**src/design/ubdc_pkg.sv**
```systemverilog
// ----------------------------------------------------------------------------
// UART baud divisor calculator: package
// Widths, constants, stage control struct and the fraction rounding function.
// ----------------------------------------------------------------------------
package ubdc_pkg;

  localparam int CLOCK_BITS_DEF = 28;
  localparam int BAUD_BITS_DEF  = 24;

  localparam int CLK_SCALE   = 25;    // divisor x100 = 25*clk/(4 or 2 * baud)
  localparam int DIV_BASE    = 100;
  localparam int R100_W      = 7;     // remainder by 100
  localparam int FRAC_ROUND  = 50;
  localparam int RECIP_100   = 5243;  // 2^19/100, exact for x < 1700
  localparam int RECIP_SHIFT = 19;
  localparam int MANT_W      = 12;
  localparam int FRAC_W      = 4;
  localparam int WORD_W      = 16;

  localparam logic [3:0]        FRAC16_MASK = 4'h0F;
  localparam logic [2:0]        FRAC8_MASK  = 3'h07;
  localparam logic [WORD_W-1:0] WORD_SAT    = 16'hFFFF;

  typedef struct packed {
    logic valid;
    logic ovs8;
    logic baud_zero;
  } ubdc_ctl_t;

  // round remainder (0..99) to 4 or 3 fraction bits, carry masked away
  function automatic logic [FRAC_W-1:0] ubdc_frac(input logic [R100_W-1:0] rem,
                                                  input logic ovs8);
    logic [10:0] x;
    logic [23:0] p;
    logic [4:0]  q;
    x = ovs8 ? {1'b0, rem, 3'b000} : {rem, 4'b0000};
    x = x + 11'(FRAC_ROUND);
    p = 24'(x) * 24'(RECIP_100);
    q = p[RECIP_SHIFT +: 5];
    return ovs8 ? {1'b0, q[2:0] & FRAC8_MASK} : (q[3:0] & FRAC16_MASK);
  endfunction

endpackage

```
**src/design/ubdc_prep.sv**
```systemverilog
// ----------------------------------------------------------------------------
// UART baud divisor calculator: operand stage
// Forms 25*clock and the 4x or 2x scaled baud divisor for the divider.
// ----------------------------------------------------------------------------
module ubdc_prep #(
  parameter int CLOCK_BITS = ubdc_pkg::CLOCK_BITS_DEF,
  parameter int BAUD_BITS  = ubdc_pkg::BAUD_BITS_DEF,
  parameter int NW         = CLOCK_BITS + 5,
  parameter int DW         = BAUD_BITS + 2
) (
  input  logic                  clk,
  input  logic                  rst_n,
  input  logic                  en,
  input  logic                  in_valid,
  input  logic [CLOCK_BITS-1:0] clk_hz,
  input  logic [BAUD_BITS-1:0]  baud,
  input  logic                  ovs8,
  output ubdc_pkg::ubdc_ctl_t   ctl_o,
  output logic [NW-1:0]         acc_o,
  output logic [DW-1:0]         den_o
);
  import ubdc_pkg::*;

  ubdc_ctl_t     ctl_r, ctl_nxt;
  logic [NW-1:0] acc_r, acc_nxt;
  logic [DW-1:0] den_r, den_nxt;

  always_comb begin
    ctl_nxt.valid     = in_valid;
    ctl_nxt.ovs8      = ovs8;
    ctl_nxt.baud_zero = (baud == '0);
    acc_nxt = NW'(clk_hz) * NW'(CLK_SCALE);
    den_nxt = ovs8 ? {1'b0, baud, 1'b0} : {baud, 2'b00};
  end

  always_ff @(posedge clk) begin
    if (!rst_n) begin
      ctl_r <= '0;
    end else if (en) begin
      ctl_r <= ctl_nxt;
    end
  end

  always_ff @(posedge clk) begin
    if (en) begin
      acc_r <= acc_nxt;
      den_r <= den_nxt;
    end
  end

  assign ctl_o = ctl_r;
  assign acc_o = acc_r;
  assign den_o = den_r;

endmodule

```
**config.mk**
```make
export PLATFORM = sky130hd
export DESIGN_NAME = ubdc_prep
export DESIGN_NICKNAME = d
export VERILOG_FILES = /design/src/design/ubdc_pkg.sv /design/src/design/ubdc_prep.sv
export SDC_FILE = /design/constraint.sdc
export NUM_CORES = 1
export LEC_CHECK = 0
export BUFFER_PORTS_ARGS = -buffer_cell sky130_fd_sc_hd__buf_2
export CAP_MARGIN = 20
export CORE_AREA = 8 8 105 126
export CTS_CLUSTER_DIAMETER = 40
export DETAILED_ROUTE_END_ITERATION = 12
export DIE_AREA = 0 0 113 134
export GPL_TIMING_DRIVEN = 0
export PLACE_DENSITY = 0.76
export SYNTH_ARGS = -nofsm -noshare
export SYNTH_HDL_FRONTEND = slang
export SYNTH_SLANG_ARGS = --single-unit
export TNS_END_PERCENT = 100
```
**constraint.sdc**
```tcl
create_clock -name clk -period 7 [get_ports clk]
set_input_delay 1.4 -clock clk [delete_from_list [all_inputs] [get_ports clk]]
set_output_delay 1.4 -clock clk [all_outputs]
set_load 0.03 [all_outputs]
```
# Word-level counts from Yosys, hierarchy flattened
# Cells that the tools add are included.
# Widths: inputs -> output; s select.
# classes
addsub	0
mul	1
div_mod_pow	0
order_cmp	0
n_eq_ne	0
n_shift	0
mux	1
n_bitwise	0
reduce_logical	1
# ops
op	count
$mul 28x5->33 const B	1
$mux 25	1
$logic_not 24->1	1
# totals
reg_bits	62
latchBits	0
ramBits	0
romBits	0
inputBits	57
output_inout_bits	62
wordCells	10
n_memories	0

# Longest topological paths before layout
# logic_depth
ltp_word	1
mapped_depth	14
mapped_depth_nobuf	13

# Worst setup path after synthesis
# OpenSTA, ideal clock, no wires.
# synth_path
path_type	input port to flip-flop
startpoint	input port clk_hz[19]
endpoint	register acc_r[30] (netlist: acc_o[30]) (data pin)
arrival_time_ns	4.071
path_slack_ns	2.671
cell_stages	14
n_path_buf	1
path_cell_list	ha_1 -> ha_1 -> inv_1 -> fa_1 -> inv_1 -> ha_1 -> buf_2 -> a21oi_1 -> o21ai_1 -> a2111oi_0 -> nor3_1 -> nor4_1 -> a21boi_1 -> nor3_1
# synth_via
elab_chain_cells	1
# synth_lines
element	line	text
start, declared	ubdc_prep.sv:15	input logic [CLOCK_BITS-1:0] clk_hz,
$mul 28x5->33	ubdc_prep.sv:32	acc_nxt = NW'(clk_hz) * NW'(CLK_SCALE);
named net acc_nxt[30]	ubdc_prep.sv:25	logic [NW-1:0] acc_r, acc_nxt;
end signal, assigned	ubdc_prep.sv:46	acc_r <= acc_nxt;
end, declared	ubdc_prep.sv:25	
# The timed path passes the listed nets, and every way through them passes these cells.
# A chain may end at the register's enable or synchronous reset.

# Final worst setup path
# layout_path
startpoint	input port clk_hz[3]
endpoint	register acc_r[31] (netlist: acc_o[31]) (data pin)
# The elaborated chain is that of the path after synthesis.

==> metrics.md <==
| Metric | Value |
|---|---|
| Run status | `completed` |
| Number of global-route vias before repair | `roughly 4300` |
| DRT Wirelength | `roughly 12000 µm` |
| DP Cell Count | `779` |
| CP max FO | `5` |
| Number of buffers inserted by post-CTS setup repair | `0` |
| Overflow left after global routing | `0` |
| Die area | `15140 µm²` |
| R2R depth | `3` |
| FILL cells | `approximately 950` |
| RSZ-0062 raised after global routing | `no` |
| Startpoint Class | `primary input` |
| Total Routing Usage GR | `15.74%` |
| Busiest grt layer | `met2` |
| Top FF cell, synth | `edfxtp_1` |
| Starting density of the core | `48.07%` |
| GP Congestion | `0.8212` |
| Mapped Nets | `around 700` |
| Grt met3 use | `4.227%` |
| Crit path kind | `in -> reg` |
| Worst skew pair latency | `~0.32 ns` |
| Synth unique cells | `54` |
| Synthesis Warnings | `0` |
| Core Box Area | `11300 µm²` |
| # setup viols final | `0` |
| 1st-pass router iterations | `4` |
| CP max stage delay | `0.51 ns` |
| First-pass GRT wire length | `between 15000 and 20000 µm` |
| CTS sink cnt | `between 60 and 70` |
| Final period util | `64.40%` |
| Residual DRC | `0` |
| Clock Skews | `0 ns` |
| Register area share after synthesis | `33.17%` |
| Asr flop ratio synth | `0%` |
| Post_cts resized | `0` |
| EDFF count, synth | `58` |
| Largest net degree at the start of global routing | `40` |
| Vias | `4145` |
| Wire per inst | `around 15 µm` |
| Share of layout cells above drive strength 1 | `26.21%` |
| Final nets | `823` |
| Clock root buffer | `clkbuf_16` |
| Initial antenna violation count | `0` |
| Max-slew violations | `0` |
| WP data required | `7.07 ns` |
| Most used cell, CP | `ha_1` |
| CP endpoint kind | `flip-flop` |
| H-tree depth | `3` |
| IO Pins | `119` |
| Setup tns final | `0 ns` |
| Arrival @ worst endpoint | `4.57 ns` |
| DRT antenna net count | `0` |
| Flop and latch count out of synthesis | `61` |
| Peak supply drop | `roughly 170 µV` |
| Vias per std cell | `between 5 and 6` |
| Finished Core Util | `between 50% and 60%` |
| CTS Buffer Depth | `2` |
| Pwr dens | `288.6 nW/µm²` |
| Fin crit period | `between 4 and 5 ns` |
| Die width | `113 µm` |
| Max Cap Viol | `0` |
| Syn_area_per_cell | `around 10 µm²` |
| Clock transition at the registers of the reported paths | `0.05 ns` |
| Worst slew pin tran | `roughly 0.54 ns` |
| GR Layer Usage met2 | `between 20% and 30%` |
| Max_slew headroom | `between 60% and 70%` |
| Max frequency | `221.8 MHz` |
| Synthesized area | `5431 µm²` |
| HPWL after DPL | `10120 µm` |
| CP top delay family | `adder cells` |
| Final Hold Viols | `0` |
| Hold Crit Depth | `2` |
| Slowest stage cell, crit path | `fa_1` |
| Bufs and invs on worst path | `3` |
| Syn Inst Count | `527` |
| Leakage power total | `3.265 nW` |
| Critical Path Stages | `14` |
| CTS tree | `done` |
| CP Cell Sequence | `buf_2 > ha_1 > ha_1 > inv_1 > fa_1 > inv_1 > ha_1 > a21o_1 > a21oi_1 > nand2_1 > a211oi_2 > o2bb2ai_1 > o21ai_1 > xor2_1` |
| Post-Layout Cell Count | `a little under 800` |
| Area Growth Syn to Fin | `19.33%` |
| DR iter-0 viols | `~270` |
| Worst Hold Class | `reg -> reg` |
| CTS Hold Bufs | `0` |
| Cell row count | `43` |
| Total CTS buffers | `9` |
| Die Y | `134 µm` |
| M1 GR Usage | `17.56%` |
| Number of antenna diodes | `0` |
| PortBufs | `116` |
[power by group]
| part | switching [mW] | leakage (nW) | internal, mW | total (mW) |
|---|---|---|---|---|
| Sequential | 0.0219 | 0.592 | 0.520 | 0.542 |
| Combinational | 0.597 | 2.54 | 0.332 | 0.928 |
| Clock | 0.143 | 0.132 | 0.258 | 0.400 |
[cell usage in the layout (no fill, tap or decap), types with 7 or more instances in the layout]
| cell type | synthesis | final |
|---|---|---|
| buf_2 | 5 | 121 |
| nor2_1 | 18 | 18 |
| clkbuf_16 | 0 | 9 |
| xor2_1 | 10 | 10 |
| mux2_2 | 23 | 23 |
| fa_1 | 23 | 23 |
| xnor2_1 | 16 | 16 |
| nand2_1 | 19 | 19 |
| nor4_1 | 7 | 7 |
| clkbuf_1 | 7 | 9 |
| ha_1 | 88 | 88 |
| a21oi_1 | 23 | 23 |
| nand3_1 | 9 | 9 |
| inv_1 | 117 | 117 |
| edfxtp_1 | 58 | 58 |
| a21o_1 | 15 | 15 |
| o21ai_0 | 8 | 8 |
[metal layers]
metal / up-vias / routed length, µm
met5: - / 0
met4: 0 / 143
met3: 8 / 938
met2: 110 / 5814
met1: 1959 / 4817
li1: 2068 / -
[final timing paths]
path | from | end | slack (ns)
worst max-delay path | clk_hz[3] | acc_o[31] | 2.49
worst max register to register | ctl_o[0] | ctl_o[0] | 6.26
worst min-delay path | ctl_o[1] | ctl_o[1] | 0.54
worst min register to register | ctl_o[1] | ctl_o[1] | 0.54
[worst reg2reg max path: stages (launching register included)]
cell and delay, ns:
dfxtp_1 0.33, inv_1 0.04, o22ai_1 0.17, and2_1 0.14
[cells by family after synthesis]
logic type                 after synthesis  synth area share (%)
AOI/OAI and AO/OA                       92                 12.00
xor gates and xnor gates                26                 4.192
adders and majority gates              111                 28.75
buffers and inverters                  130                 9.168
DFF                                     61                 33.17
muxes                                   25                 5.137
other                                    1               0.06904
and+or+nand+nor                         81                 7.510
[layout make-up]
type                    instances  area, µm²  area share (%)
repair buffers                117      600.6           9.266
plain buffers                  13      58.81          0.9073
multi-input cells             336       3132           48.32
clock inverters                 3      20.02          0.3089
inverters                     117      439.2           6.776
clock buffers                  13      260.3           4.015
well taps                     135      168.9           2.606
flip-flops and latches         61       1802           27.80
[state kept, by name, indices dropped and copies added (netlist names)]
| signal | cells |
|---|---|
| ctl_o | 3 |
| acc_o | 33 |
| den_o | 25 |
[cell usage after synthesis (7+ instances only)]
cell	n	area, µm²
a21oi_1	23	115.1
fa_1	23	460.4
nor2_1	18	67.56
edfxtp_1	58	1742
xor2_1	10	87.58
inv_1	117	439.2
nand2_1	19	71.32
xnor2_1	16	140.1
nand3_1	9	45.04
a21o_1	15	112.6
mux2_2	23	259.0
clkbuf_1	7	26.28
ha_1	88	1101
nor4_1	7	43.79
o21ai_0	8	40.04
[metrics by stage]
step	power (mW)	hold slack [ns]	instance area, µm²	worst slack (ns)
global placement	1.454	0.4907	6181	2.231
global route	2.003	0.5827	6481	2.230
CTS	1.891	0.5392	6481	2.469
detailed placement	1.479	0.5269	6201	2.154
floorplan	1.231	0.6404	5431	2.671
finish	1.871	0.5430	6481	2.492
Power figures use the tool's default switching activity.
