**config.mk**
```make
export PLATFORM = sky130hd
export DESIGN_NAME = ubdc_div_stage
export DESIGN_NICKNAME = d
export VERILOG_FILES = /design/src/design/ubdc_pkg.sv /design/src/design/ubdc_div_stage.sv
export SDC_FILE = /design/constraint.sdc
export NUM_CORES = 1
export LEC_CHECK = 0
export ABC_AREA = 1
export BUFFER_PORTS_ARGS = -buffer_cell sky130_fd_sc_hd__buf_2
export CAP_MARGIN = 20
export CORE_UTILIZATION = 29
export CTS_CLUSTER_DIAMETER = 200
export DETAILED_ROUTE_END_ITERATION = 10
export MAX_ROUTING_LAYER = met4
export PLACE_DENSITY = 0.56
export SLEW_MARGIN = 20
export SYNTH_ARGS = -nofsm -noshare
export SYNTH_HDL_FRONTEND = slang
export SYNTH_SLANG_ARGS = --single-unit
```
**constraint.sdc**
```tcl
create_clock -name clk -period 3.4 [get_ports clk]
set_clock_uncertainty 0.15 [all_clocks]
set_input_delay 0.17 -clock clk [delete_from_list [all_inputs] [get_ports clk]]
set_output_delay 0.17 -clock clk [all_outputs]
set_load 0.005 [all_outputs]
```
**src/design/ubdc_pkg.sv**
```systemverilog
// ----------------------------------------------------------------------------
// UART baud divisor calculator: package
// Widths, constants, stage control struct and the fraction rounding function.
// ----------------------------------------------------------------------------
package ubdc_pkg;

  localparam int CLOCK_BITS_DEF = 28;
  localparam int BAUD_BITS_DEF  = 24;

  localparam int CLK_SCALE   = 25;    // divisor x100 = 25*clk/(4 or 2 * baud)
  localparam int DIV_BASE    = 100;
  localparam int R100_W      = 7;     // remainder by 100
  localparam int FRAC_ROUND  = 50;
  localparam int RECIP_100   = 5243;  // 2^19/100, exact for x < 1700
  localparam int RECIP_SHIFT = 19;
  localparam int MANT_W      = 12;
  localparam int FRAC_W      = 4;
  localparam int WORD_W      = 16;

  localparam logic [3:0]        FRAC16_MASK = 4'h0F;
  localparam logic [2:0]        FRAC8_MASK  = 3'h07;
  localparam logic [WORD_W-1:0] WORD_SAT    = 16'hFFFF;

  typedef struct packed {
    logic valid;
    logic ovs8;
    logic baud_zero;
  } ubdc_ctl_t;

  // round remainder (0..99) to 4 or 3 fraction bits, carry masked away
  function automatic logic [FRAC_W-1:0] ubdc_frac(input logic [R100_W-1:0] rem,
                                                  input logic ovs8);
    logic [10:0] x;
    logic [23:0] p;
    logic [4:0]  q;
    x = ovs8 ? {1'b0, rem, 3'b000} : {rem, 4'b0000};
    x = x + 11'(FRAC_ROUND);
    p = 24'(x) * 24'(RECIP_100);
    q = p[RECIP_SHIFT +: 5];
    return ovs8 ? {1'b0, q[2:0] & FRAC8_MASK} : (q[3:0] & FRAC16_MASK);
  endfunction

endpackage

```
**src/design/ubdc_div_stage.sv**
```systemverilog
// ----------------------------------------------------------------------------
// UART baud divisor calculator: divider stage
// One restoring step of scaled = N/D, and the quotient bit it yields fed
// straight into one step of scaled/100. acc holds the unused numerator bits
// on top and the built-up mantissa bits below.
// ----------------------------------------------------------------------------
module ubdc_div_stage #(
  parameter int NW = ubdc_pkg::CLOCK_BITS_DEF + 5,
  parameter int DW = ubdc_pkg::BAUD_BITS_DEF + 2
) (
  input  logic                        clk,
  input  logic                        rst_n,
  input  logic                        en,
  input  ubdc_pkg::ubdc_ctl_t         ctl_i,
  input  logic [NW-1:0]               acc_i,
  input  logic [DW-1:0]               den_i,
  input  logic [DW-1:0]               rem_i,
  input  logic [ubdc_pkg::R100_W-1:0] r100_i,
  output ubdc_pkg::ubdc_ctl_t         ctl_o,
  output logic [NW-1:0]               acc_o,
  output logic [DW-1:0]               den_o,
  output logic [DW-1:0]               rem_o,
  output logic [ubdc_pkg::R100_W-1:0] r100_o
);
  import ubdc_pkg::*;

  ubdc_ctl_t         ctl_r;
  logic [NW-1:0]     acc_r, acc_nxt;
  logic [DW-1:0]     den_r;
  logic [DW-1:0]     rem_r, rem_nxt;
  logic [R100_W-1:0] r100_r, r100_nxt;
  logic [DW:0]       part;
  logic [DW:0]       diff;
  logic              qbit;
  logic [R100_W:0]   part2;
  logic              mbit;

  always_comb begin
    part    = {rem_i, acc_i[NW-1]};
    diff    = part - {1'b0, den_i};
    qbit    = (part >= {1'b0, den_i});
    rem_nxt = qbit ? diff[DW-1:0] : part[DW-1:0];
    // remainder by 100 stays below 100, so part2 < 200
    part2    = {r100_i, qbit};
    mbit     = (part2 >= (R100_W+1)'(DIV_BASE));
    r100_nxt = mbit ? R100_W'(part2 - (R100_W+1)'(DIV_BASE)) : part2[R100_W-1:0];
    acc_nxt  = {acc_i[NW-2:0], mbit};
  end

  always_ff @(posedge clk) begin
    if (!rst_n) begin
      ctl_r <= '0;
    end else if (en) begin
      ctl_r <= ctl_i;
    end
  end

  always_ff @(posedge clk) begin
    if (en) begin
      acc_r  <= acc_nxt;
      den_r  <= den_i;
      rem_r  <= rem_nxt;
      r100_r <= r100_nxt;
    end
  end

  assign ctl_o  = ctl_r;
  assign acc_o  = acc_r;
  assign den_o  = den_r;
  assign rem_o  = rem_r;
  assign r100_o = r100_r;

endmodule

```
Word-level counts from Yosys, hierarchy flattened
Cells that the tools add are included.
{"block": "word_totals", "register_bits": 95, "out_inout_bits": 95, "word_cells": 13}
{"block": "op_classes", "add_sub_neg": 2, "n_lt_le_gt_ge": 2, "n_mux": 2}
{"op": ">= comparator 27 x 26 -> 1 bit", "count": 1}
{"op": "two-way mux 26 bit", "count": 1}
{"op": "subtractor 26 bit", "count": 1}
{"op": ">= comparator 8 x 7 -> 1 bit (second input constant)", "count": 1}
{"op": "two-way mux 7 bit", "count": 1}
{"op": "subtractor 7 bit (second input constant)", "count": 1}

Depth between registers and ports, before layout
Gate-level depths: netlist of run 1.
{"block": "logic_depth", "word_depth": 3, "mapped_depth": 15}

Worst setup path before layout of run 1
OpenSTA, ideal clock, no wires.
{"block": "synth_timing", "path_kind": "input to register", "from": "input acc_i[32]", "to": "register rem_r[14] (netlist: rem_o[14]), data pin", "setup_time_ps": 253, "arrival_ps": 1565, "setup_slack_ps": 1432, "cell_stages": 11, "n_path_buf": 0, "path_cell_list": "inv_1 -> ha_1 -> fa_1 -> o21ai_1 -> nand2_1 -> nand2_1 -> nand3_1 -> nand2_1 -> nand2_1 -> nand3_1 -> nand2_1"}
{"block": "synth_between", "elab_chain_cells": 2}
{"element": "from (decl)", "line_no": "ubdc_div_stage.sv:15", "rtl": "input logic [NW-1:0] acc_i,"}
{"element": "subtractor 26 bit / >= comparator 27 x 26 -> 1 bit (equally long branches)", "line_no": "ubdc_div_stage.sv:40, ubdc_div_stage.sv:41"}
{"element": "two-way mux 26 bit *", "line_no": "ubdc_div_stage.sv:42", "rtl": "rem_nxt = qbit ? diff[DW-1:0] : part[DW-1:0];"}
{"element": "via rem_nxt[14]", "line_no": "ubdc_div_stage.sv:30", "rtl": "logic [DW-1:0] rem_r, rem_nxt;"}
{"element": "to (signal assigned)", "line_no": "ubdc_div_stage.sv:62", "rtl": "rem_r <= rem_nxt;"}
{"element": "to (decl)", "line_no": "ubdc_div_stage.sv:30"}
The timed path passes the listed nets; every way through them passes the cells marked *.
A chain may end at the register's enable or synchronous reset.

Worst setup path in the final report of run 1
{"block": "layout_timing", "from": "input den_i[18]", "to": "register rem_r[15] (netlist: rem_o[15]), data pin"}
{"block": "layout_between", "elab_chain_cells": 2}
{"element": "from (decl)", "line_no": "ubdc_div_stage.sv:16", "rtl": "input logic [DW-1:0] den_i,"}
{"element": ">= comparator 27 x 26 -> 1 bit", "line_no": "ubdc_div_stage.sv:41", "rtl": "qbit = (part >= {1'b0, den_i});"}
{"element": "two-way mux 26 bit", "line_no": "ubdc_div_stage.sv:42"}
{"element": "via rem_nxt[15]", "line_no": "ubdc_div_stage.sv:30"}
The timed path passes the listed nets, and every way through them passes these cells.

==> impl_metrics.ini, run 1 <==
[setup_path]
critPathMaxStageDelay_ns = 0.52
worstPathRequired_ns = 3.33
cp_data_arrival_time_ns = 2.63
start_kind = input pin
cp_max_fo = 38
path_cells = dlygate4sd3_1 > buf_2 > inv_1 > ha_1 > a21oi_1 > nand2_1 > inv_1 > nand2_1 > a21oi_2 > nand3_2 > inv_2 > o21ai_0
r2r_slack_ns = 2.07
crit_slowest_cell = dlygate4sd3_1
worstSetupPathType = input pin to flip-flop
end_kind = flip-flop

[cells_and_area]
final_cell_mix = 191 x buf_2, 180 x nand2_1, 92 x edfxtp_1, 92 x dlygate4sd3_1, 85 x inv_1
num-fill-cells = 1773
final_common_cell = buf_2
syn_to_final_growth_pct = 47.6
nets = 993
drive_gt1_frac = 0.256
diodes = 0

[yosys]
syn_inst = 573
avgSynthCellArea_um2 = 9.04
synthFlopType = edfxtp_1
syn_area_mm2 = 0.00518
synth-edff-count = 92
seq_area_frac_synth = 0.545
async_flop_share = 0
yosys.cell_types.count = 32
yosysWarnings = 0
syn_nets = 700
ys_ff_latch = 95

[floorplanning]
ios = 193
die_area_mm2 = 0.0184
fp.dieH_um = 136
die_width_um = 136
core_area_mm2 = 0.0174
rows = 48
initial_core_util = 0.298

[timing]
slew_headroom = 0.595
rsz0062_at_grt = false
setup_viol = 0
finalSetupTns_ns = 0
finalWorstSetupSlack_ns = 0.704
fin_crit_ns = 2.70
worstMarginPinSlew_ns = 0.607
max_freq_ghz = 0.371
fin_crit_sh = 0.793
drv_slew = 0
hold_viol = 0

[routing]
routed_wl_mm = 14.9
wl_per_cell_um = 13.6
vias = 4802
drt_iter0_markers = 221
drtPass1Iterations = 7
routed_via_density = 4.38
ant_nets = 0
route.detailed.drc = 0

[grt]
grt-ovfl-total = 0
grt_antenna_before_repair = 0
grt_max_degree = 54
grt_pass1_wl_mm = 23.5
grt_pass1_vias = 4889
track_usage = 0.172

[cts]
clock_latency_ns = 0.36
cts_resized = 0
cts_buffer_depth = 2
cts_tree = done
htree_levels = 3
cts-root-buf = clkbuf_16
numClockSinks = 95
clk_pin_slew_ns = 0.07
cts_buffers = 9

[place]
gp_congestion = 0.850
hpwl_mm = 11.2
portBuffers = 192
post-place-ws_ns = 0.846

[power]
leakage_nw = 3.67
power.total_mw = 3.20
cellPowerDensity_mw_per_mm2 = 418
ir_worst_vdd_mv = 0.232

[min_path]
hold_path.class = input pin to flip-flop

[outcome]
status = finished clean

[run]
maxCapViolCount = 0
==> kinds of logic (layout without fill, tap and decap cells) <==
logic type      count (synthesis)  after routing  synth area share
simple gates                  283            283             0.228
flops                          95             95             0.545
buf+inv                        94            392            0.0717
compound gates                 56             56            0.0568
fa+ha+maj                      29             29            0.0715
xor+xnor                       16             16            0.0271
==> routing by layer <==
metal / routed length, um / share of wire / up-vias / GRT usage
met3: 884 / 0.059 / 15 / 0.0307
met1: 6610 / 0.44 / 2158 / 0.203
met2: 7200 / 0.48 / 153 / 0.295
met5: 0 / 0 / - / -
li1: - / - / 2476 / -
met4: 189 / 0.013 / 0 / 0.0549
==> registers in the layout, summed over array words and instances, names as in the netlist <==
register,cells
acc_o,33
den_o,26
rem_o,26
r100_o,7
ctl_o,3
==> metrics by stage <==
| stage | cells | cell area, um2 | hold slack [ns] | util |
|---|---|---|---|---|
| after floorplan | 573 | 5180 | 0.119 | - |
| final | 1096 | 7640 | 0.0218 | 0.440 |
| after detailed placement | 988 | 6420 | 0.198 | 0.370 |
| after CTS | 1096 | 7640 | 0.00660 | 0.440 |
| after global placement | 988 | 6420 | 0.197 | 0.370 |
| after global routing | 1096 | 7640 | 0.0500 | 0.440 |
==> synth_stat cells (2+ instances only) <==
master	instances	area, um2
o21ai_1	2	10.0
nor2_2	2	12.5
xnor2_1	12	105
nand3_2	2	20.0
nand4_1	11	68.8
nand3_1	31	155
buf_2	3	15.0
o21ai_0	27	135
nand3b_1	3	22.5
nor2_1	44	165
nor3_1	2	10.0
inv_2	3	11.3
a21oi_1	22	110
inv_1	85	319
dfxtp_1	3	60.1
nand2_1	180	676
or2_2	2	12.5
xor2_1	4	35.0
and2_1	2	12.5
edfxtp_1	92	2760
ha_1	28	350
buf_6	2	22.5
a21oi_2	2	17.5
==> final cells by class <==
class                      count  area (um2)  share of cell area
sequential                    95        2820               0.369
tap                          225         282              0.0368
multi-input combinational    384        1990               0.260
clock inverter                 7        75.1             0.00982
timing repair buffer         287        1920               0.251
clock buffer                   9         225              0.0295
inverter                      89         334              0.0437
==> worst max-delay path: cells and delay by family <==
kind	cells	cell delay, ns
buffers and inverters	5	1.20
AO/OA/AOI/OAI	3	0.62
adder cells (fa/ha/maj)	1	0.36
AND/OR/NAND/NOR	3	0.27
==> path summary, 6_finish.rpt <==
| check | cells past startpoint | startpoint | to |
|---|---|---|---|
| max | 12 | den_i[18] | rem_o[15] |
| min | 3 | r100_i[5] | r100_o[6] |
| max reg2reg | 3 | ctl_o[0] | ctl_o[0] |
| min reg2reg | 3 | ctl_o[1] | ctl_o[1] |
==> timing repair <==
| item | 4_1_cts | 5_1_grt |
|---|---|---|
| hold buffers | 92 | 0 |
| endpoints found under the hold margin | 89 | 0 |
| setup buffers | 0 | 0 |
==> report_power, final <==
group	switching (mW)	leakage, nW	internal (mW)
clock network	0.506	0.144	0.521
registers	0.0270	0.925	1.42
logic	0.390	2.60	0.329
Power figures use the tool's default switching activity.
==> run 2, diff against run 1 <==
clock period = 2.7 ns   (was 3.4 ns; I/O delays follow)
==> impl_metrics.ini, run 2 (synthesis results as in run 1) <==
[outcome]
status = finished clean

[cts]
clock_latency_ns = 0.36
cts_buffer_depth = 2
cts_buffers = 9
clk_pin_slew_ns = 0.07
cts_tree = done
htree_levels = 3
cts-root-buf = clkbuf_16
numClockSinks = 95

[timing]
hold_viol = 0
max_freq_ghz = 0.404
worstMarginPinSlew_ns = 0.639
rsz0062_at_grt = false
slew_headroom = 0.574
setup_viol = 0
fin_crit_ns = 2.48
finalSetupTns_ns = 0
drv_slew = 0
fin_crit_sh = 0.917

[routing]
drtPass1Iterations = 4
ant_nets = 0
routed_via_density = 4.33
route.detailed.drc = 0
vias = 4792
routed_wl_mm = 15.1
wl_per_cell_um = 13.6
drt_iter0_markers = 223

[power]
cellPowerDensity_mw_per_mm2 = 525
comb_power_share = 0.227
leakage_nw = 3.71
ir_worst_vdd_mv = 0.289
seq_power_share = 0.451
swShare = 0.291
p_sw_mw = 1.18
p_int_mw = 2.88
p_clk_frac = 0.322

[floorplanning]
ios = 193
fp.dieH_um = 136
rows = 48
initial_core_util = 0.298
core_area_mm2 = 0.0174
die_area_mm2 = 0.0184
die_width_um = 136

[min_path]
hp-start = r100_i[6]
hold_path.class = input pin to flip-flop
holdPathStages = 4
min_to = r100_o[4]

[cells_and_area]
nets = 1003
final_common_cell = buf_2
diodes = 0
final_cell_mix = 191 x buf_2, 180 x nand2_1, 96 x dlygate4sd3_1, 92 x edfxtp_1, 85 x inv_1
drive_gt1_frac = 0.260
largest_reg_flops = 33
syn_to_final_growth_pct = 49.2
final_core_util = 0.445

[grt]
track_usage = 0.173
grt_pass1_wl_mm = 23.4
grt_pass1_vias = 4823
grt_max_degree = 97
grt_antenna_before_repair = 0
grt-ovfl-total = 0

[setup_path]
worstPathRequired_ns = 2.67
r2r_slack_ns = 1.37
worstSetupPathType = input pin to flip-flop
r2r_end = ctl_o[1]
cp_max_fo = 4
end_kind = flip-flop
r2r_cells = 3
start_kind = input pin
cp_data_arrival_time_ns = 2.44
r2r_start = ctl_o[1]

[place]
portBuffers = 192
gp_congestion = 0.857
hpwl_mm = 11.3

[run]
maxCapViolCount = 0
-- run 2: worst max-delay path by stage --
stage,startpoint,to,slack [ns],cells past startpoint
2_1_floorplan,acc_i[32],rem_o[14],0.77,11
3_3_place_gp,den_i[20],r100_o[3],0.28,12
3_5_place_dp,den_i[20],r100_o[3],0.30,12
4_1_cts,den_i[20],r100_o[3],0.14,13
5_1_grt,den_i[8],r100_o[2],0.04,13
6_report,acc_i[32],rem_o[14],0.22,13
-- run 2: what timing repair did --
action | CTS | global route
buffers inserted | 0 | 2
resized for setup | 0 | 0
hold buffers | 96 | 0
setup endpoints to repair | 0 | 5
hold endpoints to repair | 93 | 0
-- run 2: worst max-delay path: stages --
cell and delay [ns]:
dlygate4sd3_1 0.52, buf_2 0.11, inv_1 0.04, ha_1 0.22
fa_1 0.41, o21ai_1 0.35, nand2_1 0.09, nand2_1 0.17
nand3_1 0.14, nand2_1 0.09, nand2_1 0.05, nand3_1 0.07
nand2_1 0.04
-- run 2: per-layer routing --
metal,GRT usage,wire length [um],vias up
li1,-,-,2485
met1,0.196,6630,2153
met2,0.301,7300,138
met3,0.0359,924,16
met4,0.0574,223,0
met5,-,0,-
-- run 2: final cells by class --
type                    instances  area, um2
flip-flops and latches         95       2820
fillers                      1734       9630
repair buffers                297       2000
inverters                      89        334
clock buffers                   9        225
multi-input cells             384       1990
clock inverters                 7       75.1
well taps                     225        282
-- run 2: metrics by stage --
stage	cells	total power, mW	instance area [um2]	setup slack (ns)	hold slack (ns)
final	1106	4.06	7730	0.224	0.130
after global placement	992	2.67	6450	0.275	0.162
after CTS	1104	4.12	7710	0.142	0.107
after global routing	1106	4.29	7730	0.0419	0.127
after floorplan	573	2.29	5180	0.767	0.0839
after detailed placement	992	2.68	6450	0.301	0.163
-- run 2: power groups by stage --
stage               Clock [mW]  Sequential [mW]  Combinational [mW]
floorplan                    0             1.89               0.403
global placement             0             1.86               0.813
detailed placement           0             1.86               0.818
CTS                       1.35             1.83               0.932
global route              1.40             1.85                1.04
finish                    1.30             1.83               0.921
