[src/design/ubdc_pkg.sv]
// ----------------------------------------------------------------------------
// UART baud divisor calculator: package
// Widths, constants, stage control struct and the fraction rounding function.
// ----------------------------------------------------------------------------
package ubdc_pkg;

  localparam int CLOCK_BITS_DEF = 28;
  localparam int BAUD_BITS_DEF  = 24;

  localparam int CLK_SCALE   = 25;    // divisor x100 = 25*clk/(4 or 2 * baud)
  localparam int DIV_BASE    = 100;
  localparam int R100_W      = 7;     // remainder by 100
  localparam int FRAC_ROUND  = 50;
  localparam int RECIP_100   = 5243;  // 2^19/100, exact for x < 1700
  localparam int RECIP_SHIFT = 19;
  localparam int MANT_W      = 12;
  localparam int FRAC_W      = 4;
  localparam int WORD_W      = 16;

  localparam logic [3:0]        FRAC16_MASK = 4'h0F;
  localparam logic [2:0]        FRAC8_MASK  = 3'h07;
  localparam logic [WORD_W-1:0] WORD_SAT    = 16'hFFFF;

  typedef struct packed {
    logic valid;
    logic ovs8;
    logic baud_zero;
  } ubdc_ctl_t;

  // round remainder (0..99) to 4 or 3 fraction bits, carry masked away
  function automatic logic [FRAC_W-1:0] ubdc_frac(input logic [R100_W-1:0] rem,
                                                  input logic ovs8);
    logic [10:0] x;
    logic [23:0] p;
    logic [4:0]  q;
    x = ovs8 ? {1'b0, rem, 3'b000} : {rem, 4'b0000};
    x = x + 11'(FRAC_ROUND);
    p = 24'(x) * 24'(RECIP_100);
    q = p[RECIP_SHIFT +: 5];
    return ovs8 ? {1'b0, q[2:0] & FRAC8_MASK} : (q[3:0] & FRAC16_MASK);
  endfunction

endpackage

[src/design/ubdc_if.sv]


interface ubdc_out_if;
  logic        valid;
  logic        ready;
  logic [15:0] divisor_word;
  logic        mantissa_overflow;

  modport source (output valid, output divisor_word, output mantissa_overflow,
                  input ready);
  modport sink   (input valid, input divisor_word, input mantissa_overflow,
                  output ready);
endinterface


[src/design/ubdc_finish.sv]
// ----------------------------------------------------------------------------
// UART baud divisor calculator: result stage
// Rounds the fraction, packs the word, and holds results in an output
// register backed by a skid register so the pipeline can run ahead.
// ----------------------------------------------------------------------------
module ubdc_finish #(
  parameter int NW = ubdc_pkg::CLOCK_BITS_DEF + 5
) (
  input  logic                        clk,
  input  logic                        rst_n,
  input  ubdc_pkg::ubdc_ctl_t         ctl_i,
  input  logic [NW-1:0]               mant_i,
  input  logic [ubdc_pkg::R100_W-1:0] r100_i,
  output logic                        adv_o,
  ubdc_out_if.source                  out_ch
);
  import ubdc_pkg::*;

  logic [WORD_W-1:0] res_word;
  logic              res_ovf;
  logic              exit_v;
  logic              take;
  logic              out_load;
  logic              skid_load;
  logic              out_valid_r, out_valid_nxt;
  logic              skid_valid_r, skid_valid_nxt;
  logic [WORD_W-1:0] out_word_r, skid_word_r;
  logic              out_ovf_r, skid_ovf_r;

  always_comb begin
    if (ctl_i.baud_zero) begin
      res_word = WORD_SAT;
      res_ovf  = 1'b1;
    end else begin
      res_word = {mant_i[MANT_W-1:0], ubdc_frac(r100_i, ctl_i.ovs8)};
      res_ovf  = |mant_i[NW-1:MANT_W];
    end
  end

  assign adv_o  = !skid_valid_r;
  assign exit_v = adv_o && ctl_i.valid;
  assign take   = out_valid_r && out_ch.ready;

  always_comb begin
    out_valid_nxt  = out_valid_r;
    skid_valid_nxt = skid_valid_r;
    out_load       = 1'b0;
    skid_load      = 1'b0;
    if (!out_valid_r || take) begin
      out_valid_nxt  = skid_valid_r || exit_v;
      out_load       = 1'b1;
      skid_valid_nxt = 1'b0;
    end else if (exit_v) begin
      skid_valid_nxt = 1'b1;
      skid_load      = 1'b1;
    end
  end

  always_ff @(posedge clk) begin
    if (!rst_n) begin
      out_valid_r  <= 1'b0;
      skid_valid_r <= 1'b0;
    end else begin
      out_valid_r  <= out_valid_nxt;
      skid_valid_r <= skid_valid_nxt;
    end
  end

  always_ff @(posedge clk) begin
    if (out_load) begin
      out_word_r <= skid_valid_r ? skid_word_r : res_word;
      out_ovf_r  <= skid_valid_r ? skid_ovf_r : res_ovf;
    end
    if (skid_load) begin
      skid_word_r <= res_word;
      skid_ovf_r  <= res_ovf;
    end
  end

  assign out_ch.valid             = out_valid_r;
  assign out_ch.divisor_word      = out_word_r;
  assign out_ch.mantissa_overflow = out_ovf_r;

endmodule

[src/flat_wrapper.sv]
// flat-port wrapper written by rule: the top's interface ports become plain ports
module ubdc_finish_flat import ubdc_pkg::*;
#(
  parameter int NW = ubdc_pkg::CLOCK_BITS_DEF + 5
)
  (clk, rst_n, ctl_i, mant_i, r100_i, adv_o, out_ch_valid, out_ch_divisor_word, out_ch_mantissa_overflow, out_ch_ready);
  ubdc_out_if out_ch_i ();
  input  logic clk;
  input  logic rst_n;
  input  ubdc_pkg::ubdc_ctl_t ctl_i;
  input  logic [NW-1:0] mant_i;
  input  logic [ubdc_pkg::R100_W-1:0] r100_i;
  output logic adv_o;
  output wire logic [$bits(out_ch_i.valid)-1:0] out_ch_valid;
  output wire logic [$bits(out_ch_i.divisor_word)-1:0] out_ch_divisor_word;
  output wire logic [$bits(out_ch_i.mantissa_overflow)-1:0] out_ch_mantissa_overflow;
  input wire logic [$bits(out_ch_i.ready)-1:0] out_ch_ready;
  assign out_ch_valid = out_ch_i.valid;
  assign out_ch_divisor_word = out_ch_i.divisor_word;
  assign out_ch_mantissa_overflow = out_ch_i.mantissa_overflow;
  assign out_ch_i.ready = out_ch_ready;
  ubdc_finish #(.NW(NW)) u_core (.clk(clk), .rst_n(rst_n), .ctl_i(ctl_i), .mant_i(mant_i), .r100_i(r100_i), .adv_o(adv_o), .out_ch(out_ch_i));
endmodule
[config.mk]
export PLATFORM = sky130hd
export DESIGN_NAME = ubdc_finish_flat
export DESIGN_NICKNAME = d
export VERILOG_FILES = /design/src/design/ubdc_pkg.sv /design/src/design/ubdc_if.sv /design/src/design/ubdc_finish.sv /design/src/flat_wrapper.sv
export SDC_FILE = /design/constraint.sdc
export NUM_CORES = 1
export LEC_CHECK = 0
export BUFFER_PORTS_ARGS = -buffer_cell sky130_fd_sc_hd__buf_2
export CORE_ASPECT_RATIO = 0.7
export CORE_MARGIN = 1.5
export CORE_UTILIZATION = 52
export DETAILED_ROUTE_END_ITERATION = 6
export PLACE_DENSITY = 0.8
export SYNTH_ARGS = -nofsm -noshare
export SYNTH_HDL_FRONTEND = slang
export SYNTH_SLANG_ARGS = --single-unit
export TNS_END_PERCENT = 1
[constraint.sdc]
create_clock -name clk -period 6.1 [get_ports clk]
set_input_delay 0.61 -clock clk [delete_from_list [all_inputs] [get_ports clk]]
set_output_delay 0.61 -clock clk [all_outputs]
set_load 0.03 [all_outputs]
; Word level (Yosys, flattened, before mapping)
; Cells that the tools add are included.
[word_totals]
ff_bits = 36
latchBits = 0
ramBits = 0
romBits = 0
input_bits = 46
out_inout_bits = 19
elab_cells = 26
mem_count = 0
[op_classes]
add_sub_neg = 1
mul = 1
div_mod_pow = 0
n_lt_le_gt_ge = 0
n_eq_ne = 0
shifts = 0
mux = 9
bitwise_logic = 1
n_reduce_logical = 8
[ops]
columns = op, count
row1 = $mux W16, 2
row2 = $mul A11 B13 Y23 const B, 1
row3 = $reduce_or A21 Y1, 1
row4 = $add A11 B6 Y11 const B, 1
row5 = $mux W11, 1
row6 = $mux W1, 5
row7 = $mux W4, 1
row8 = $logic_and A1 B1 Y1, 2
row9 = $logic_not A1 Y1, 2
row10 = $logic_or A1 B1 Y1, 2
row11 = $reduce_or A2 Y1, 1
row12 = $not A1 Y1, 1

; Longest topological paths before layout
; Gate-level depths: netlist (run 1).
[depth]
depth_word = 6
ltp_mapped = 25
depth_no_buf = 23

; Least setup slack after synthesis (run 1)
; OpenSTA, ideal clock, no wires.
[synth_timing]
path_kind = in2reg
from = input ctl_i[1] (netlist bit)
to = register u_core.skid_word_r[3] (data pin)
setup_ns = 0.263
arrival_ns = 5.946
required_ns = 5.837
slack_ns = -0.109
path_stages = 24
n_path_buf = 2
cell_sequence = buf_6 -> buf_6 -> mux2i_1 -> ha_1 -> and2b_1 -> and3_1 -> a32oi_1 -> inv_1 -> fa_1 -> inv_1 -> xnor2_1 -> ha_1 -> a21oi_1 -> fa_1 -> inv_1 -> fa_1 -> ha_1 -> ha_1 -> and3_1 -> and3_1 -> o2111ai_1 -> or3b_1 -> xnor2_1 -> o21ai_0
[synth_between]
elab_chain_len = 5
[synth_lines]
columns = item, line_no
row1 = "start, declared", flat_wrapper.sv:10  ; input ubdc_pkg::ubdc_ctl_t ctl_i;
row2 = $mux W11, ubdc_pkg.sv:36  ; x = ovs8 ? {1'b0, rem, 3'b000} : {rem, 4'b0000};
row3 = $add A11 B6 Y11, ubdc_pkg.sv:37  ; x = x + 11'(FRAC_ROUND);
row4 = $mul A11 B13 Y23, ubdc_pkg.sv:38  ; p = 24'(x) * 24'(RECIP_100);
row5 = $mux W4 *, ubdc_pkg.sv:40  ; return ovs8 ? {1'b0, q[2:0] & FRAC8_MASK} : (q[3:0] & FRAC16_MASK);
row6 = $mux W16 *, ubdc_finish.sv:31  ; if (ctl_i.baud_zero) begin
row7 = named net u_core.res_word[3], ubdc_finish.sv:19  ; logic [WORD_W-1:0] res_word;
row8 = "end signal, assigned", ubdc_finish.sv:75  ; skid_word_r <= res_word;
row9 = "end, declared", ubdc_finish.sv:27  ; logic [WORD_W-1:0] out_word_r, skid_word_r;
; The timed path passes the listed nets; every way through them passes the cells marked *.
; A chain may end at the register's enable or synchronous reset.

; Worst setup path after layout (run 1)
; Ends and elaborated chain as after synthesis.

==> results of run 1 <==
==> logic make-up (layout without fill, tap and decap cells) <==
group,Yosys count,count (layout),synth area share (%)
adders and majority gates,92,92,36.7
buffers and inverters,68,145,7.45
and+or+nand+nor,60,60,9.21
AOI/OAI and AO/OA,49,49,8.31
DFF,36,36,29.2
muxes,20,20,6.21
xor gates and xnor gates,12,12,2.90
==> worst max-delay path, cell delays in order <==
cell and delay (ns):
buf_2 0.18, mux2i_2 0.25, ha_1 0.22, and2b_1 0.23, and3_1 0.20, a32oi_2 0.20, inv_2 0.10, fa_1 0.54
inv_1 0.07, xnor2_1 0.18, ha_1 0.18, a21oi_1 0.05, fa_1 0.48, inv_1 0.05, fa_1 0.48, ha_1 0.31
ha_1 0.31, and3_1 0.22, and3_1 0.19, o2111ai_1 0.09, or3b_1 0.41, xnor2_2 0.18, o21ai_0 0.09
==> cell type report <==
| class | count | area, µm² | area share [%] |
|---|---|---|---|
| Clock inverter | 3 | 18.8 | 0.443 |
| Tap cell | 94 | 118 | 2.77 |
| Inverter | 64 | 240 | 5.67 |
| Clock buffer | 5 | 68.8 | 1.62 |
| Timing Repair Buffer | 73 | 388 | 9.15 |
| Sequential cell | 36 | 1060 | 25.0 |
| Multi-Input combinational cell | 233 | 2340 | 55.3 |
==> registers in the layout, indices dropped and copies added (netlist names) <==
signal                           cells
u_core.skid_valid_r                  1
u_core.skid_ovf_r                    1
u_core.out_ch.divisor_word          16
u_core.out_ch.valid                  1
u_core.out_ch.mantissa_overflow      1
u_core.skid_word_r                  16
==> routing by layer <==
metal	routed length, µm	up-vias	part of all wire [%]
met2	3630	58	48
li1	-	1316	-
met1	3590	1282	48
met4	21	0	0.28
met5	0	-	0
met3	282	4	3.7
==> stage by stage <==
step | total power [mW] | setup slack (ns) | hold slack (ns) | utilization [%]
6_report | 1.97 | 0.310 | 0.557 | 62.7
4_1_cts | 1.94 | 0.211 | 0.552 | 62.3
2_1_floorplan | 1.40 | 0.0743 | 0.525 | -
5_1_grt | 2.22 | 0.0173 | 0.567 | 62.7
3_3_place_gp | 1.69 | 0.122 | 0.527 | 61.0
3_5_place_dp | 1.75 | -0.0469 | 0.539 | 61.0
==> placed cells by master, fill, tap and decap left out, drive strengths merged, types with 13 or more instances in the layout <==
master / n
or2: 13
nand2: 14
ha: 68
buf: 73
o21ai: 15
edfxtp: 34
inv: 64
fa: 24
mux2: 14
a21oi: 14
==> how the worst max path moves through the flow <==
stage	end	depth (start not counted)	slack, ns	startpoint
after floorplan	u_core.skid_word_r[3]	24	0.07	ctl_i[1]
after global placement	u_core.skid_word_r[3]	23	0.12	ctl_i[1]
after detailed placement	u_core.skid_word_r[3]	23	-0.05	ctl_i[1]
after CTS	u_core.skid_word_r[3]	23	0.21	ctl_i[1]
after global routing	u_core.skid_word_r[3]	21	0.02	ctl_i[1]
final	u_core.skid_word_r[3]	23	0.31	ctl_i[1]
==> power by group through the flow <==
stage	clock, mW	combinational [mW]	sequential, mW
floorplan	0	1.06	0.346
global placement	0	1.38	0.312
detailed placement	0	1.44	0.312
CTS	0.167	1.47	0.307
global route	0.179	1.73	0.309
finish	0.164	1.50	0.307
==> impl_results.md, run 1 <==
* Clock power share at 8.3%
* Area delta synth->final at 16.8%
* Inserted Clock Buffers at 5
* Die Footprint at 7500 µm²
* Boundary pin count at 65
* Number of port buffers at 64
* Slew @ Worst Pin at 0.954 ns
* Gr busiest metal: met2
* Relative slew slack at 36.4%
* Sw Pwr at 0.959 mW
* Element type at the critical path end: flop
* First-pass GRT wire length at 12.7 mm
* H-Tree Depth at 2
* Via-per-instance ratio at 5.24
* Final worst-path cycle share at 94.9%
* Clock Sink Count at 36
* Synth Cell Area at 3630 µm²
* Number of detailed-route iterations in the first pass at 5
* Die H at 72.9 µm
* Worst vdd ir at 0.250 mV
* Clock tree buffer depth at 2
* Largest net degree at the start of global routing at 21
* Critical R2R Capture: u_core.skid_word_r[8]
* RR Startpoint: u_core.out_ch.valid
* Post-synth top cells: 68 x ha_1, 63 x inv_1, 34 x edfxtp_1, 24 x fa_1, 15 x o21ai_0
* Rows at 25
* Initial Util at 53.7%
* Synth unique cells at 45
* DRT Wirelength at 7.53 mm
* Wire per inst at 14.8 µm
* Seq/Total Area, Yosys at 29.2%
* Met3 Resource Use GR at 4.60%
* Die W at 103 µm
* Status: complete, no violations
* Synth Flop Type: edfxtp_1
* Placement Cell Area at 4120 µm²
* DRT iter0 DRCs at 103
* R2r setup slk at 3.84 ns
* Leak at 2.06 nW
* # DRC at 0
* Core area at 6760 µm²
* Comb power frac at 76.1%
* Syn Area/Cell at 10.8 µm²
* Met1 usage at 31.1%
* Post-DP HPWL at 6.25 mm
* Design area at 4240 µm²
* Async set-reset flop share out of synthesis at 0%
* Yosys reg bits at 36
* Grt ovf at 0
* Final Hold Viols at 0
* # diodes at 0
* Hold_buf cts at 0
* Sequential share of power at 15.6%
* Min-Delay Path Class: reg -> reg
* Final net count at 551
* Tot GR Track Use at 22.0%
* CP Max Fanout at 5
* Final period demand of the worst path at 5.79 ns
* Vias at 2,660
* Filler Cells Inserted at 555
* Final Non-Filler Cells at 508
* Worst setup path category: in -> reg
* Count leader, synth: ha_1
* Post-route setup TNS at 0 ns
* Met2 usage at 35.8%
* P_int at 1.01 mW
* EDFF count, synth at 34
* Clk_lat worst skew at 0.28 ns
* PwrDens at 464 nW/µm²
* Top post-synthesis cells by area: edfxtp_1 28%, ha_1 23%, fa_1 13%
* CP startpoint kind: primary input
* Post_cts resized at 0
* Hold Path Sink: u_core.out_ch.divisor_word[8]
* Clock transition at path regs at 0.07 ns
* Post-synth top area cell: edfxtp_1
* Maxcap violations at 0
* Fmax at 173 MHz
* Required time worst endpoint at 6.13 ns
* Post-synth top area share at 28.1%
* Synth warn at 0
* Initial antenna violation count at 0
* Sw Share at 48.8%
* Vias in the first global route at 2,713
* Clock Skews at 0.00913 ns
* GP Congestion at 0.884
* TritonCTS clock tree: done
* Post-CTS setup buffer count at 0
* Hold Path Depth at 1
* ANT nets after route at 0
* RSZ-0062 raised after global routing: false
* Syn nets at 475
* Worst r2r path cells at 3
* HP Start: u_core.skid_word_r[8]
* Setup violations, final at 0
* Worst path arrival time at 5.82 ns
* Ratio of cells with drive above 1 in the final layout at 29.2%
* Placed Cells incl. Taps at 500
* Post-Synthesis Cells at 337
* Root buffer cell: clkbuf_8
* Slew Limit Fails at 0
No activity file was read; power rests on OpenSTA's default activity.
==> inputs of run 2 (changes only) <==
- CORE_UTILIZATION: 52 -> 23
- CTS_CLUSTER_DIAMETER: default -> 100
- PLACE_DENSITY: 0.8 -> 0.43
==> impl_results.md, run 2 (synthesis gave the netlist of run 1 again) <==
* Final period demand of the worst path at 5.80 ns (+0.0124 ns)
* Tot GR Track Use at 9.83% (-12 points)
* Worst path slowest cell: fa_1
* Worst path arrival time at 5.82 ns (about the same)
* Slew @ Worst Pin at 1.02 ns (+0.0705 ns)
* Number of port buffers at 64 (unchanged)
* DRT iter0 DRCs at 88 (-15%)
* H-Tree Depth at 2 (unchanged)
* Final Hold Viols at 0 (unchanged)
* Clock tree buffer depth at 2 (unchanged)
* Worst slack at placement at -0.0720 ns (-0.0251 ns)
* P_int at 1.14 mW (+14%)
* PwrDens at 469 nW/µm² (+1.2%)
* Grt ovf at 0 (unchanged)
* Required time worst endpoint at 6.12 ns (about the same)
* TritonCTS clock tree: done
* Clock transition at path regs at 0.05 ns (-0.02 ns)
* Worst vdd ir at 0.195 mV (-22%)
* Overall Power at 2.10 mW (+6.9%)
* Die Footprint at 16,600 µm² (+120%)
* Most used cell along the critical path: ha_1
* Comb power frac at 72.8% (-3.3 points)
* Largest net degree at the start of global routing at 21 (unchanged)
* Clock Sink Count at 36 (unchanged)
* Vias in the first global route at 2,513 (-7.4%)
* First-pass GRT wire length at 12.9 mm (+2.0%)
* # diodes at 0 (unchanged)
* Final net count at 556 (+0.91%)
* # DRC at 1 (+1)
* Worst setup path category: in -> reg
* Sw Share at 45.6% (-3.2 points)
* Most frequent cells in the layout: 68 x ha_1, 64 x buf_2, 62 x inv_1
* Setup violations, final at 0 (unchanged)
* Initial Util at 23.5% (-30 points)
* Initial antenna violation count at 0 (unchanged)
* Root buffer cell: clkbuf_16
* Core area at 15,500 µm² (+130%)
* Filler Cells Inserted at 1,625 (+190%)
* Rows at 38 (+52%)
* Fmax at 172 MHz (-0.21%)
* Sequential share of power at 14.6% (-1.0 points)
* Number of detailed-route iterations in the first pass at 6 (+1)
* ANT nets after route at 0 (unchanged)
* Worst path cell trace: buf_2 -> mux2i_2 -> ha_1 -> and2b_1 -> and3_1 -> a32oi_2 -> inv_2 -> fa_1 -> inv_1 -> xnor2_1 -> ha_1 -> a21oi_1 -> fa_1 -> inv_1 -> fa_1 -> ha_1 -> ha_1 -> and3_1 -> and3_1 -> o2111ai_1 -> or3b_1 -> xnor2_2 -> o21ai_0
* Post-DP HPWL at 6.67 mm (+6.6%)
* Ratio of cells with drive above 1 in the final layout at 29.8% (+0.61 points)
* Vias at 2,635 (-0.94%)
* Boundary pin count at 65 (unchanged)
* Leak at 2.11 nW (+2.6%)
* CP startpoint kind: primary input
* CP Max Fanout at 4 (-1)
* DRT Wirelength at 7.85 mm (+4.3%)
* Final worst slack at 0.297 ns (-0.0124 ns)
* Status: finished with violations
* Element type at the critical path end: flop
* Post_cts resized at 0 (unchanged)
* Hold_buf cts at 0 (unchanged)
* Clock power share at 12.6% (+4.3 points)
* RSZ-0062 raised after global routing: false
* Final worst-path cycle share at 95.1% (+0.20 points)
* Slew Limit Fails at 0 (unchanged)
* Sw Pwr at 0.958 mW (-0.11%)
* GP Congestion at 0.754 (-15%)
* Relative slew slack at 31.7% (-4.7 points)
* Final Util at 29.0% (-34 points)
* Min-Delay Path Class: reg -> reg
* Clk_lat worst skew at 0.27 ns (about the same)
* Critical path's largest stage delay at 0.55 ns (about the same)
* Maxcap violations at 0 (unchanged)
* Inserted Clock Buffers at 5 (unchanged)
* Most common cell after layout, fill and taps aside: ha_1
* WHS at 0.548 ns (-0.00911 ns)
* Via-per-instance ratio at 4.26 (-19%)
* Clock Skews at 0.00402 ns (-0.00512 ns)
* Wire per inst at 12.7 µm (-14%)
* Post-CTS setup buffer count at 0 (unchanged)
* Failing checks: DRC
* Die H at 108 µm (+48%)
* Area delta synth->final at 23.4%
* Die W at 153 µm (+49%)
## run 2: cell count changes in the layout (fill, tap and decap cells not counted), sizes merged
cell	delta
buf	+5
clkinv	-3
clkbuf	+3
## run 2: worst paths after layout
path | startpoint | endpoint | slack [ns] | depth (start not counted)
max | ctl_i[1] | u_core.skid_word_r[3] | 0.30 | 23
min | u_core.skid_word_r[14] | u_core.out_ch.divisor_word[14] | 0.55 | 1
max reg2reg | u_core.out_ch.valid | u_core.skid_word_r[8] | 4.16 | 3
min reg2reg | u_core.skid_word_r[14] | u_core.out_ch.divisor_word[14] | 0.55 | 1
## run 2: power by group through the flow
| stage | Combinational (mW) | Clock, mW | Sequential, mW |
|---|---|---|---|
| floorplan | 1.06 | 0 | 0.346 |
| global placement | 1.50 | 0 | 0.312 |
| detailed placement | 1.52 | 0 | 0.313 |
| CTS | 1.53 | 0.269 | 0.308 |
| global route | 1.79 | 0.285 | 0.310 |
| finish | 1.53 | 0.264 | 0.307 |
## run 2: final cells by class
type | instances | area, µm² | share of cell area [%]
multi-input combinational | 233 | 2340 | 52.4
clock buffer | 8 | 156 | 3.49
tap | 200 | 250 | 5.59
timing repair buffer | 78 | 425 | 9.50
sequential | 36 | 1060 | 23.7
inverter | 64 | 240 | 5.36
## run 2: metal layers
metal	routed length, µm	track usage (%)
met4	33	1.05
met1	4240	15.2
met5	0	0
met3	207	1.64
met2	3370	14.6
## run 2: critical path: cells and delay by family
family,cells,cell delay [ns]
xor+xnor,2,0.36
simple gates,5,1.24
buf+inv,4,0.39
mux,1,0.27
fa+ha+maj,7,2.49
compound gates,4,0.47
## run 2: stage by stage
stage	instances	cell area, µm²	TNS [ns]
after floorplan	337	3640	0
final	619	4480	0
after CTS	619	4450	0
after detailed placement	611	4290	-0.271
after global routing	619	4480	0
after global placement	611	4290	-0.509
